$ cat config.mk
export PLATFORM = sky130hd
export DESIGN_NAME = time_sorted_event_table_unit
export DESIGN_NICKNAME = d
export VERILOG_FILES = /design/src/sv/tset_pkg.sv /design/src/sv/time_sorted_event_table_unit.sv /design/src/sv/tset_ram.sv /design/src/sv/tset_datapath.sv /design/src/sv/tset_ctrl.sv
export SDC_FILE = /design/constraint.sdc
export NUM_CORES = 2
export LEC_CHECK = 0
export BUFFER_PORTS_ARGS = -buffer_cell sky130_fd_sc_hd__clkbuf_2
export CORE_MARGIN = 1
export CORE_UTILIZATION = 61
export DETAILED_ROUTE_END_ITERATION = 8
export GPL_TIMING_DRIVEN = 0
export PLACE_DENSITY_LB_ADDON = 0.3
export SLEW_MARGIN = 20
export SYNTH_ARGS = -nofsm -noshare
export SYNTH_HDL_FRONTEND = slang
export SYNTH_SLANG_ARGS = --single-unit
$ cat constraint.sdc
create_clock -name clk -period 9.3 [get_ports clk]
set_clock_uncertainty 0.15 [all_clocks]
set_input_delay 2.325 -clock clk [delete_from_list [all_inputs] [get_ports clk]]
set_output_delay 2.325 -clock clk [all_outputs]
set_load 0.005 [all_outputs]
$ cat src/sv/tset_pkg.sv
`timescale 1ns / 1ps

package tset_pkg;

	// Fixed field widths of the item channels
	localparam int CMD_BITS     = 2;
	localparam int HOUR_BITS    = 5;
	localparam int MINUTE_BITS  = 6;
	localparam int PORT_PAYLOAD = 32;
	localparam int INDEX_BITS   = 6;
	localparam int STATUS_BITS  = 2;
	localparam int TOTAL_BITS   = 7;

	// Command codes
	localparam logic [CMD_BITS-1:0] CMD_INSERT = 2'd0;
	localparam logic [CMD_BITS-1:0] CMD_DELETE = 2'd1;
	localparam logic [CMD_BITS-1:0] CMD_READ   = 2'd2;

	// Status codes
	localparam logic [STATUS_BITS-1:0] STATUS_DONE    = 2'd0;
	localparam logic [STATUS_BITS-1:0] STATUS_FULL    = 2'd1;
	localparam logic [STATUS_BITS-1:0] STATUS_BAD_IDX = 2'd2;

	typedef struct packed {
		logic [CMD_BITS-1:0]     command;
		logic [HOUR_BITS-1:0]    event_hour;
		logic [MINUTE_BITS-1:0]  event_minute;
		logic [PORT_PAYLOAD-1:0] event_payload;
		logic [INDEX_BITS-1:0]   entry_index;
	} in_item_t;

	typedef struct packed {
		logic [STATUS_BITS-1:0]  status;
		logic [INDEX_BITS-1:0]   position;
		logic [HOUR_BITS-1:0]    out_hour;
		logic [MINUTE_BITS-1:0]  out_minute;
		logic [PORT_PAYLOAD-1:0] out_payload;
		logic [TOTAL_BITS-1:0]   entry_total;
	} out_item_t;

	// Pointer moves
	typedef enum logic [1:0] {
		PTR_HOLD,
		PTR_DEC,
		PTR_INC
	} ptr_op_t;

	// Table writes
	typedef enum logic [2:0] {
		WR_NONE,
		WR_SHIFT_UP,
		WR_SHIFT_DOWN,
		WR_NEW_ABOVE,
		WR_NEW_ZERO
	} wr_op_t;

	// Result updates
	typedef enum logic [2:0] {
		RES_HOLD,
		RES_ZERO,
		RES_FULL,
		RES_BAD,
		RES_ENTRY,
		RES_POS_ABOVE,
		RES_POS_ZERO
	} res_op_t;

	typedef enum logic [1:0] {
		CNT_HOLD,
		CNT_INC,
		CNT_DEC
	} cnt_op_t;

	typedef struct packed {
		logic    load;
		ptr_op_t ptr_op;
		wr_op_t  wr_op;
		res_op_t res_op;
		cnt_op_t cnt_op;
		logic    out_load;
	} dp_cmd_t;

	typedef struct packed {
		logic [CMD_BITS-1:0] command;
		logic                full;
		logic                empty;
		logic                idx_bad;
		logic                del_last;
		logic                gt;
		logic                at_zero;
		logic                at_last;
	} dp_stat_t;

	typedef enum logic [2:0] {
		ST_IDLE,
		ST_DECODE,
		ST_INS_SCAN,
		ST_INS_LAST,
		ST_RD_WAIT,
		ST_DEL_CAP,
		ST_DEL_SHIFT,
		ST_DONE
	} state_t;

endpackage

$ cat src/sv/time_sorted_event_table_unit.sv
`timescale 1ns / 1ps

// Channel  Signals                          Direction  Accepted when
// cmd      cmd_valid, cmd_stall, cmd_item   into block cmd_valid && !cmd_stall
// rsp      rsp_valid, rsp_stall, rsp_item   out of     rsp_valid && !rsp_stall
//
// One item at a time. Read: decode, RAM wait, result. Insert: decode, one RAM
// step per held entry later than the new one, then the write. Delete: decode,
// capture, a step per entry above the index. Rejected/unused: decode, result.
// Reset clears entry count, state, rsp_valid; memory needs no clearing pass.
// A result waits in the output register under rsp_stall; the next item can
// be taken meanwhile and its result is held back until that register frees.

module time_sorted_event_table_unit #(
	parameter int TABLE_DEPTH  = 64,
	parameter int PAYLOAD_BITS = 32
) (
	input  logic                clk,
	input  logic                arst_n,
	input  logic                cmd_valid,
	output logic                cmd_stall,
	input  tset_pkg::in_item_t  cmd_item,
	output logic                rsp_valid,
	input  logic                rsp_stall,
	output tset_pkg::out_item_t rsp_item
);
	import tset_pkg::*;

	dp_cmd_t  dp_cmd;
	dp_stat_t dp_stat;

	tset_ctrl u_ctrl (
		.clk       (clk),
		.arst_n    (arst_n),
		.cmd_valid (cmd_valid),
		.cmd_stall (cmd_stall),
		.rsp_valid (rsp_valid),
		.rsp_stall (rsp_stall),
		.dp_stat   (dp_stat),
		.dp_cmd    (dp_cmd)
	);

	tset_datapath #(
		.TABLE_DEPTH  (TABLE_DEPTH),
		.PAYLOAD_BITS (PAYLOAD_BITS)
	) u_datapath (
		.clk      (clk),
		.arst_n   (arst_n),
		.cmd_item (cmd_item),
		.dp_cmd   (dp_cmd),
		.dp_stat  (dp_stat),
		.rsp_item (rsp_item)
	);

endmodule

$ cat src/sv/tset_ram.sv
`timescale 1ns / 1ps

module tset_ram #(
	parameter int WIDTH = 43,
	parameter int DEPTH = 64
) (
	input  logic                     clk,
	input  logic                     wr_en,
	input  logic [$clog2(DEPTH)-1:0] wr_addr,
	input  logic [WIDTH-1:0]         wr_data,
	input  logic [$clog2(DEPTH)-1:0] rd_addr,
	output logic [WIDTH-1:0]         rd_data
);

	logic [WIDTH-1:0] mem [DEPTH];

	// One write port, one registered read port
	always_ff @(posedge clk) begin
		if (wr_en) begin
			mem[wr_addr] <= wr_data;
		end
		rd_data <= mem[rd_addr];
	end

endmodule

$ cat src/sv/tset_datapath.sv
`timescale 1ns / 1ps

module tset_datapath #(
	parameter int TABLE_DEPTH  = 64,
	parameter int PAYLOAD_BITS = 32
) (
	input  logic               clk,
	input  logic               arst_n,
	input  tset_pkg::in_item_t cmd_item,
	input  tset_pkg::dp_cmd_t  dp_cmd,
	output tset_pkg::dp_stat_t dp_stat,
	output tset_pkg::out_item_t rsp_item
);
	import tset_pkg::*;

	localparam int AW    = $clog2(TABLE_DEPTH);
	localparam int CW    = $clog2(TABLE_DEPTH + 1);
	localparam int CMPW  = (CW > INDEX_BITS) ? CW : INDEX_BITS;
	localparam int TIMEW = HOUR_BITS + MINUTE_BITS;
	localparam int EW    = TIMEW + PAYLOAD_BITS;
	localparam int PWIDE = (PAYLOAD_BITS > PORT_PAYLOAD) ? PAYLOAD_BITS : PORT_PAYLOAD;

	in_item_t        item_q;
	logic [CW-1:0]   count_q;
	logic [AW-1:0]   ptr_q;
	logic [AW-1:0]   addr_q;
	out_item_t       wres_q;
	out_item_t       wres_d;
	out_item_t       out_q;
	out_item_t       out_d;

	logic [EW-1:0]           rd_data;
	logic                    wr_en;
	logic [AW-1:0]           wr_addr;
	logic [EW-1:0]           wr_data;
	logic [EW-1:0]           new_entry;
	logic [PWIDE-1:0]        pay_in_wide;
	logic [PWIDE-1:0]        pay_out_wide;
	logic [HOUR_BITS-1:0]    r_hour;
	logic [MINUTE_BITS-1:0]  r_minute;
	logic [PAYLOAD_BITS-1:0] r_payload;
	logic [CMPW-1:0]         idx_w;
	logic [CMPW-1:0]         cnt_w;
	logic [AW-1:0]           addr_above;
	logic [AW-1:0]           addr_below;

	// Entry layout: hour, minute, payload
	assign pay_in_wide  = PWIDE'(item_q.event_payload);
	assign new_entry    = {item_q.event_hour, item_q.event_minute,
		pay_in_wide[PAYLOAD_BITS-1:0]};
	assign r_hour       = rd_data[EW-1 -: HOUR_BITS];
	assign r_minute     = rd_data[PAYLOAD_BITS +: MINUTE_BITS];
	assign r_payload    = rd_data[PAYLOAD_BITS-1:0];
	assign pay_out_wide = PWIDE'(r_payload);

	assign addr_above = addr_q + AW'(1);
	assign addr_below = addr_q - AW'(1);

	// Status towards the controller
	assign idx_w = CMPW'(item_q.entry_index);
	assign cnt_w = CMPW'(count_q);
	always_comb begin
		dp_stat.command  = item_q.command;
		dp_stat.full     = (count_q == CW'(TABLE_DEPTH));
		dp_stat.empty    = (count_q == '0);
		dp_stat.idx_bad  = (idx_w >= cnt_w);
		dp_stat.del_last = ((idx_w + CMPW'(1)) == cnt_w);
		dp_stat.gt       = ({r_hour, r_minute} > {item_q.event_hour, item_q.event_minute});
		dp_stat.at_zero  = (addr_q == '0);
		dp_stat.at_last  = ((CW'(addr_q) + CW'(1)) == count_q);
	end

	// Table write select
	always_comb begin
		wr_en   = 1'b0;
		wr_addr = addr_q;
		wr_data = rd_data;
		case (dp_cmd.wr_op)
			WR_SHIFT_UP: begin
				wr_en   = 1'b1;
				wr_addr = addr_above;
			end
			WR_SHIFT_DOWN: begin
				wr_en   = 1'b1;
				wr_addr = addr_below;
			end
			WR_NEW_ABOVE: begin
				wr_en   = 1'b1;
				wr_addr = addr_above;
				wr_data = new_entry;
			end
			WR_NEW_ZERO: begin
				wr_en   = 1'b1;
				wr_addr = '0;
				wr_data = new_entry;
			end
			default: begin
				wr_en = 1'b0;
			end
		endcase
	end

	tset_ram #(
		.WIDTH (EW),
		.DEPTH (TABLE_DEPTH)
	) u_ram (
		.clk     (clk),
		.wr_en   (wr_en),
		.wr_addr (wr_addr),
		.wr_data (wr_data),
		.rd_addr (ptr_q),
		.rd_data (rd_data)
	);

	// Entry count
	always_ff @(posedge clk or negedge arst_n) begin
		if (!arst_n) begin
			count_q <= '0;
		end else begin
			case (dp_cmd.cnt_op)
				CNT_INC: count_q <= count_q + CW'(1);
				CNT_DEC: count_q <= count_q - CW'(1);
				default: count_q <= count_q;
			endcase
		end
	end

	// Captured item, read pointer and the address of the data now at the RAM output
	always_ff @(posedge clk) begin
		addr_q <= ptr_q;
		if (dp_cmd.load) begin
			item_q <= cmd_item;
			if (cmd_item.command == CMD_INSERT) begin
				ptr_q <= AW'(count_q - CW'(1));
			end else begin
				ptr_q <= AW'(cmd_item.entry_index);
			end
		end else begin
			case (dp_cmd.ptr_op)
				PTR_DEC: ptr_q <= ptr_q - AW'(1);
				PTR_INC: ptr_q <= ptr_q + AW'(1);
				default: ptr_q <= ptr_q;
			endcase
		end
	end

	// Working result, next value
	always_comb begin
		wres_d = wres_q;
		case (dp_cmd.res_op)
			RES_ZERO: begin
				wres_d        = '0;
				wres_d.status = STATUS_DONE;
			end
			RES_FULL: begin
				wres_d        = '0;
				wres_d.status = STATUS_FULL;
			end
			RES_BAD: begin
				wres_d          = '0;
				wres_d.status   = STATUS_BAD_IDX;
				wres_d.position = item_q.entry_index;
			end
			RES_ENTRY: begin
				wres_d.status      = STATUS_DONE;
				wres_d.position    = item_q.entry_index;
				wres_d.out_hour    = r_hour;
				wres_d.out_minute  = r_minute;
				wres_d.out_payload = pay_out_wide[PORT_PAYLOAD-1:0];
				wres_d.entry_total = '0;
			end
			RES_POS_ABOVE: begin
				wres_d          = '0;
				wres_d.status   = STATUS_DONE;
				wres_d.position = INDEX_BITS'(addr_above);
			end
			RES_POS_ZERO: begin
				wres_d        = '0;
				wres_d.status = STATUS_DONE;
			end
			default: begin
				wres_d = wres_q;
			end
		endcase
	end

	// Working result
	always_ff @(posedge clk) begin
		wres_q <= wres_d;
	end

	// Output register, count taken after the operation has settled
	always_comb begin
		out_d             = wres_q;
		out_d.entry_total = TOTAL_BITS'(count_q);
	end

	always_ff @(posedge clk) begin
		if (dp_cmd.out_load) begin
			out_q <= out_d;
		end
	end

	assign rsp_item = out_q;

endmodule

$ cat src/sv/tset_ctrl.sv
`timescale 1ns / 1ps

module tset_ctrl (
	input  logic               clk,
	input  logic               arst_n,
	input  logic               cmd_valid,
	output logic               cmd_stall,
	output logic               rsp_valid,
	input  logic               rsp_stall,
	input  tset_pkg::dp_stat_t dp_stat,
	output tset_pkg::dp_cmd_t  dp_cmd
);
	import tset_pkg::*;

	state_t state_q;
	state_t state_d;
	logic   rsp_valid_q;
	logic   out_free;

	assign out_free  = !rsp_valid_q || !rsp_stall;
	assign cmd_stall = (state_q != ST_IDLE);
	assign rsp_valid = rsp_valid_q;

	// State and output valid
	always_ff @(posedge clk or negedge arst_n) begin
		if (!arst_n) begin
			state_q     <= ST_IDLE;
			rsp_valid_q <= 1'b0;
		end else begin
			state_q <= state_d;
			if (dp_cmd.out_load) begin
				rsp_valid_q <= 1'b1;
			end else if (!rsp_stall) begin
				rsp_valid_q <= 1'b0;
			end
		end
	end

	// Next state and datapath commands
	always_comb begin
		state_d         = state_q;
		dp_cmd          = '0;
		dp_cmd.ptr_op   = PTR_HOLD;
		dp_cmd.wr_op    = WR_NONE;
		dp_cmd.res_op   = RES_HOLD;
		dp_cmd.cnt_op   = CNT_HOLD;
		case (state_q)
			ST_IDLE: begin
				if (cmd_valid) begin
					dp_cmd.load = 1'b1;
					state_d     = ST_DECODE;
				end
			end
			ST_DECODE: begin
				if (dp_stat.command == CMD_INSERT) begin
					if (dp_stat.full) begin
						dp_cmd.res_op = RES_FULL;
						state_d       = ST_DONE;
					end else if (dp_stat.empty) begin
						state_d = ST_INS_LAST;
					end else begin
						dp_cmd.ptr_op = PTR_DEC;
						state_d       = ST_INS_SCAN;
					end
				end else if (dp_stat.command == CMD_DELETE ||
					dp_stat.command == CMD_READ) begin
					if (dp_stat.idx_bad) begin
						dp_cmd.res_op = RES_BAD;
						state_d       = ST_DONE;
					end else if (dp_stat.command == CMD_READ) begin
						state_d = ST_RD_WAIT;
					end else begin
						dp_cmd.ptr_op = PTR_INC;
						state_d       = ST_DEL_CAP;
					end
				end else begin
					dp_cmd.res_op = RES_ZERO;
					state_d       = ST_DONE;
				end
			end
			// Walk down from the top, moving later entries up one slot
			ST_INS_SCAN: begin
				if (dp_stat.gt) begin
					dp_cmd.wr_op = WR_SHIFT_UP;
					if (dp_stat.at_zero) begin
						state_d = ST_INS_LAST;
					end else begin
						dp_cmd.ptr_op = PTR_DEC;
					end
				end else begin
					dp_cmd.wr_op  = WR_NEW_ABOVE;
					dp_cmd.res_op = RES_POS_ABOVE;
					dp_cmd.cnt_op = CNT_INC;
					state_d       = ST_DONE;
				end
			end
			ST_INS_LAST: begin
				dp_cmd.wr_op  = WR_NEW_ZERO;
				dp_cmd.res_op = RES_POS_ZERO;
				dp_cmd.cnt_op = CNT_INC;
				state_d       = ST_DONE;
			end
			ST_RD_WAIT: begin
				dp_cmd.res_op = RES_ENTRY;
				state_d       = ST_DONE;
			end
			// Removed entry is at the RAM output
			ST_DEL_CAP: begin
				dp_cmd.res_op = RES_ENTRY;
				if (dp_stat.del_last) begin
					dp_cmd.cnt_op = CNT_DEC;
					state_d       = ST_DONE;
				end else begin
					dp_cmd.ptr_op = PTR_INC;
					state_d       = ST_DEL_SHIFT;
				end
			end
			// Move each following entry down one slot
			ST_DEL_SHIFT: begin
				dp_cmd.wr_op = WR_SHIFT_DOWN;
				if (dp_stat.at_last) begin
					dp_cmd.cnt_op = CNT_DEC;
					state_d       = ST_DONE;
				end else begin
					dp_cmd.ptr_op = PTR_INC;
				end
			end
			ST_DONE: begin
				if (out_free) begin
					dp_cmd.out_load = 1'b1;
					state_d         = ST_IDLE;
				end
			end
			default: begin
				state_d = ST_IDLE;
			end
		endcase
	end

endmodule
; ---- Word level (Yosys, flattened, before mapping)
; Memory sizes are Yosys's and may differ from the RTL's. A register that Yosys moved wholly into a read port is not among the register bits.
; Index checks and enable logic that the tools add are counted.
[totals]
register_bits = 183
ramBits = 2752
in_bits = 55
output_inout_bits = 60
memories = 1
[memory_table]
columns = name, depth, width, read_ports, rd_clocked_by_memory_dff, wr, line
row1 = u_datapath.u_ram.mem, 64, 43, 1, 1, 1, tset_ram.sv:15  ; logic [WIDTH-1:0] mem [DEPTH];
[op_classes]
add_sub_neg = 8
order_cmp = 2
n_eq_ne = 31
n_mux = 51
n_reduce_logical = 20
[op_table]
columns = operator, n
row1 = $pmux W58 S5, 1
row2 = $mux W43, 1
row3 = $mux W3, 10
row4 = $mux W2, 13
row5 = $eq A3 B3 Y1 const B, 8
row6 = $pmux W3 S7, 1
row7 = $eq A3 B2 Y1 const B, 6
row8 = $pmux W6 S3, 1
row9 = $pmux W2 S4, 2
row10 = $mux W1, 15
row11 = $add A6 B1 Y7 const B, 2
row12 = $eq A7 B7 Y1, 2
row13 = $pmux W7 S2, 1
row14 = $add A6 B1 Y6 const B, 2
row15 = $mux W6, 2
row16 = $pmux W3 S4, 1
row17 = $pmux W6 S2, 1
row18 = $sub A6 B1 Y6 const B, 2
row19 = $gt A11 B11 Y1, 1
row20 = $reduce_or A2 Y1, 5
row21 = $eq A3 B1 Y1 const B, 3
row22 = $pmux W3 S3, 1
row23 = $add A7 B1 Y7 const B, 1
row24 = $eq A7 B7 Y1 const B, 1
row25 = 19 further kinds, 29

; ---- Depth between registers and ports, before layout
[depth]
ltp_word = 9
ltp_mapped = 15
ltp_nobuf = 14

; ---- Cells and area by module
; From an unflattened synthesis, not the netlist that was laid out.
[unflattened]
cells_unflattened = 5059
hier_area_um2 = 113859.2
[modules_own_cells]
columns = module, instances, cells_each, area_each_um2
row1 = tset_ram, 1, 4444, 105393.6
row2 = tset_datapath, 1, 552, 8007.7
row3 = tset_ctrl, 1, 63, 457.9

; ---- Least setup slack after synthesis
; OpenSTA, ideal clock, no wires.
[synth_timing]
kind = reg2reg
from = reg u_datapath.addr_q[0]
to = mem u_datapath.u_ram.mem[14][0] (enable)
t_arrival_ps = 5232
required_time_ps = 8644
setup_slack_ps = 3412
path_stages_with_launch = 10
path_buffers = 2
period_less_slack_ps = 5888
cell_sequence = dfxtp_1 clkbuf_1 inv_1 ha_1 nor4b_1 mux2_2 a22oi_1 nand3_1 buf_2 nor3b_1
[synth_via]
elab_chain_cells = 2
word_cells_on_any_way = 3
classes_between = 2 x add/sub / 1 x mux
[synth_rtl]
columns = element, line
row1 = "start, declared", tset_datapath.sv:26  ; logic [AW-1:0] addr_q;
row2 = "start signal, assigned", tset_datapath.sv:130  ; addr_q <= ptr_q;
row3 = $add A6 B1 Y6 or $sub A6 B1 Y6 (tied branches), "tset_datapath.sv:56, tset_datapath.sv:57"
row4 = $pmux W6 S3 (*), tset_datapath.sv:78  ; case (dp_cmd.wr_op)
row5 = "end, declared", tset_ram.sv:15
; Every way passes the cells marked *; elsewhere a longest branch is shown, timed or not.

; ---- Worst setup path in the final report
[layout_timing]
from = reg u_ctrl.state_q[2]
to = out cmd_stall
[layout_via]
elab_chain_cells = 1
[layout_rtl]
columns = element, line
row1 = "start, declared", tset_ctrl.sv:15  ; state_t state_q;
row2 = "start signal, assigned", tset_ctrl.sv:30  ; state_q <= state_d;
row3 = $reduce_bool A3 Y1, tset_ctrl.sv:21  ; assign cmd_stall = (state_q != ST_IDLE);
row4 = "end, declared", time_sorted_event_table_unit.sv:21  ; output logic cmd_stall,
; Every way passes these cells.

==> impl_metrics.tcl <==
set metrics [dict create \
    status "complete, no violations" \
    power.share.switching_pct 33.62 \
    layout_common_cells "2918 x edfxtp_1, 885 x mux4_2, 302 x clkbuf_16, 171 x clkbuf_1, 153 x buf_4" \
    ff2ff_path_depth 10 \
    syn_area_mm2 0.1137 \
    grt-ovfl-total 0 \
    drt_iter0_drc 9751 \
    ys_ff_latch 2978 \
    antenna_found_initial 30 \
    dp_hpwl_mm 195.3 \
    postCtsSetupBuffers 0 \
    dp_slack_ns 3.983 \
    ctsResizeCount 0 \
    clock_tree.root_cell "clkbuf_16" \
    hold-worst-slack_ns 0.2280 \
    num_rows 158 \
    htree_levels 5 \
    netlist_instances 4655 \
    hold_depth 0 \
    wl_mm 314.2 \
    layout-drive-gt1-share_pct 33.76 \
    synth-edff-count 2918 \
    final-hold-violation-count 0 \
    synth_adder_area_share_pct 0.3587 \
    r2r-end "u_datapath.u_ram.mem[57][11]" \
    syn2layout_area_growth_pct 14.42 \
    fp.dieH_um 433.7 \
    synth-xor-area-share_pct 0.2663 \
    cap_violations 0 \
    yosysUniqueCellTypes 64 \
    cts_sinks 2978 \
    finalCritPeriodShare_pct 55.94 \
    utilization_pct 70.24 \
    grt_pass1_wl_mm 433.3 \
    path_buf_inv 5 \
    power.share.clock_pct 24.2 \
    synth-simple-area-share_pct 1.154 \
    worstPathCellList "clkbuf_1, clkbuf_1, clkbuf_1, nor3_1, inv_1, clkbuf_2" \
    whs_endpoint "u_datapath.addr_q[5]" \
    nNetsFinal 5399 \
    slowest_delay_ns 0.44 \
    seq_area_frac_synth_pct 78.17 \
    finalWorstSetupSlack_ns 4.098 \
    required_ns 6.83 \
    gp_congestion 0.9004 \
    cts_tree "yes" \
    routed_via_density 7.142 \
    cp_slowest_cell "clkbuf_1" \
    reg2reg_setup_slack_ns 4.15 \
    die_w_um 433.7 \
    hold_path.class "reg -> reg" \
    synth_flop_cell "edfxtp_1" \
    path_common_cell "clkbuf_1" \
    postCtsHoldBufs 0 \
    cp-end-kind "output port" \
    hp-start "u_datapath.ptr_q[5]" \
    power_leakage_nw 41.28 \
    cts_buffer_depth 4 \
    reg2reg_from "u_datapath.item_q[43]" \
    io_pins 115 \
    finalCriticalPeriod_ns 5.202 \
    wl_per_cell_um 39.21 \
    worst-path-max-fanout 10 \
    avgSynthCellArea_um2 24.43 \
    crit_type "reg -> out" \
    path_delay_family "buffers and inverters" \
    slew_viol_final 0 \
    mostFrequentLayoutCell "edfxtp_1" \
    arrival_ns 2.73 \
    switching_power_mw 15.68 \
    yosys_warnings 0 \
    start_kind "register" \
    synth_fp_nets 4742 \
    track_usage_pct 33.82 \
    numCtsBuffers 296 \
    num_vias 57230 \
    fmax_ghz 0.1922 \
    vdd_ir_drop_max_mv 0.3472 \
    combPwrFrac_pct 34.3 \
    path_clk_slew_ns 0.06 \
    p_seq_share_pct 41.5 \
    drc 0 \
    setup_violations 0 \
    clkLatencyLatePin_ns 0.94 \
    grt_max_degree 65 \
    grt_pass1_vias 57808 \
    fp.coreArea_mm2 0.1852 \
    async_flop_share_pct 0.3694 \
    synth_compound_area_share_pct 0.8440 \
    worst_pin_slew_ns 1.262 \
    synth_top_family_by_area "multiplexers" \
    grt_setup_unrepaired "no" \
    io_buffers 114 \
    postRouteAntennaNets 0 \
    maxSlewHeadroom_pct 15.85 \
    intPower_mw 30.95 \
    nFillCells 10123 \
    synthMuxAreaShare_pct 18.13 \
    initial_core_util_pct 61.38 \
    drt_first_pass_iters 9 \
    die_area_mm2 0.1881 \
    path_depth 6 \
    power_density_mw_per_mm2 358.4 \
]
[power by group through the flow]
stage | sequential (mW) | combinational (mW) | clock, mW
2_1_floorplan | 19.4 | 9.12 | 0
4_1_cts | 19.4 | 15.5 | 11.3
3_3_place_gp | 19.7 | 14.1 | 0
3_5_place_dp | 19.6 | 15.1 | 0
5_1_grt | 19.4 | 16.4 | 11.8
6_report | 19.3 | 16.0 | 11.3
[cell type report]
type	count	area, um2	share of cell area [%]
Antenna cell	11	27.53	0.02116
Buffer	243	1152	0.8857
Clock buffer	388	8010	6.157
Clock inverter	120	865.8	0.6655
Inverter	26	100.1	0.07694
Multi-Input combinational cell	1408	24200	18.60
Sequential cell	2978	88880	68.32
Tap cell	2480	3103	2.385
Timing Repair Buffer	359	3759	2.889
[synth_stat cells (all sizes together), types with 13 or more instances]
| master | count | area, um2 |
|---|---|---|
| a211oi | 23 | 172.7 |
| a21oi | 38 | 190.2 |
| and2 | 47 | 294.0 |
| buf | 130 | 699.4 |
| clkbuf | 113 | 424.2 |
| dfxtp | 49 | 980.9 |
| edfxtp | 2918 | 87620 |
| ha | 31 | 387.9 |
| inv | 26 | 97.59 |
| mux2 | 44 | 495.5 |
| mux2i | 19 | 190.2 |
| mux4 | 885 | 19930 |
| nand2 | 34 | 127.6 |
| nand3 | 17 | 85.08 |
| nor2 | 61 | 229.0 |
| nor2b | 27 | 168.9 |
| nor3 | 22 | 110.1 |
| nor3b | 13 | 102.6 |
| o21ai | 30 | 153.9 |
| xnor2 | 21 | 183.9 |
[cell families (layout without fill, tap and decap cells)]
kind of cell               Yosys count  after routing
muxes                              948            948
DFF                               2978           2978
xor gates and xnor gates            33             33
and+or+nand+nor                    249            249
AOI/OAI and AO/OA                  146            146
adders and majority gates           32             32
buffers and inverters              269           1136
other                                0             11
[worst reg2reg max path, cell delays in order, from the launching register on]
cell	delay, ns
edfxtp_1	0.51
inv_1	0.09
ha_1	0.28
nand4_1	0.13
nor2_1	0.21
o21ai_0	0.19
a311o_1	0.47
clkbuf_1	0.31
o21ai_2	0.89
buf_2	0.79
mux2_4	0.77
[state kept, by name, summed over array words and instances (netlist names)]
register / cells
u_ctrl.rsp_valid: 1
u_ctrl.state_q: 3
u_datapath.addr_q: 6
u_datapath.cnt_w: 7
u_datapath.dp_stat: 2
u_datapath.idx_w: 6
u_datapath.item_q: 11
u_datapath.out_d: 51
u_datapath.pay_in_wide: 32
u_datapath.ptr_q: 6
u_datapath.rsp_item: 58
u_datapath.u_ram.mem: 2752
u_datapath.u_ram.rd_data: 43
[stage by stage]
step                      instance area (um2)  TNS, ns  power [mW]  instances
after floorplan                        113700        0       28.53       4655
after global placement                 117400  -260.11       33.79       7249
after detailed placement               121000        0       34.67       7489
after CTS                              129800        0       46.20       7997
after global routing                   130100        0       47.56       8004
final                                  130100        0       46.63       8013
[worst max-delay path by stage]
stage | slack, ns | start | to
final | 4.10 | u_ctrl.state_q[2] | cmd_stall
after global routing | 3.91 | u_ctrl.state_q[2] | cmd_stall
after CTS | 4.04 | u_datapath.item_q[43] | u_datapath.u_ram.mem[41][24]
after detailed placement | 3.98 | u_datapath.item_q[43] | u_datapath.u_ram.mem[58][25]
after global placement | -0.94 | u_datapath.addr_q[0] | u_datapath.u_ram.mem[15][25]
after floorplan | 3.41 | u_datapath.addr_q[0] | u_datapath.u_ram.mem[14][0]
[metal layers]
metal	wire (um)	share of wire (%)	vias up	track usage (%)
li1	-	-	21383	-
met1	102300	33	30021	42.58
met2	155500	49	4819	54.80
met3	39310	13	989	9.198
met4	17020	5.4	18	16.74
met5	112	0.036	-	0
No activity file was read; power rests on OpenSTA's default activity.
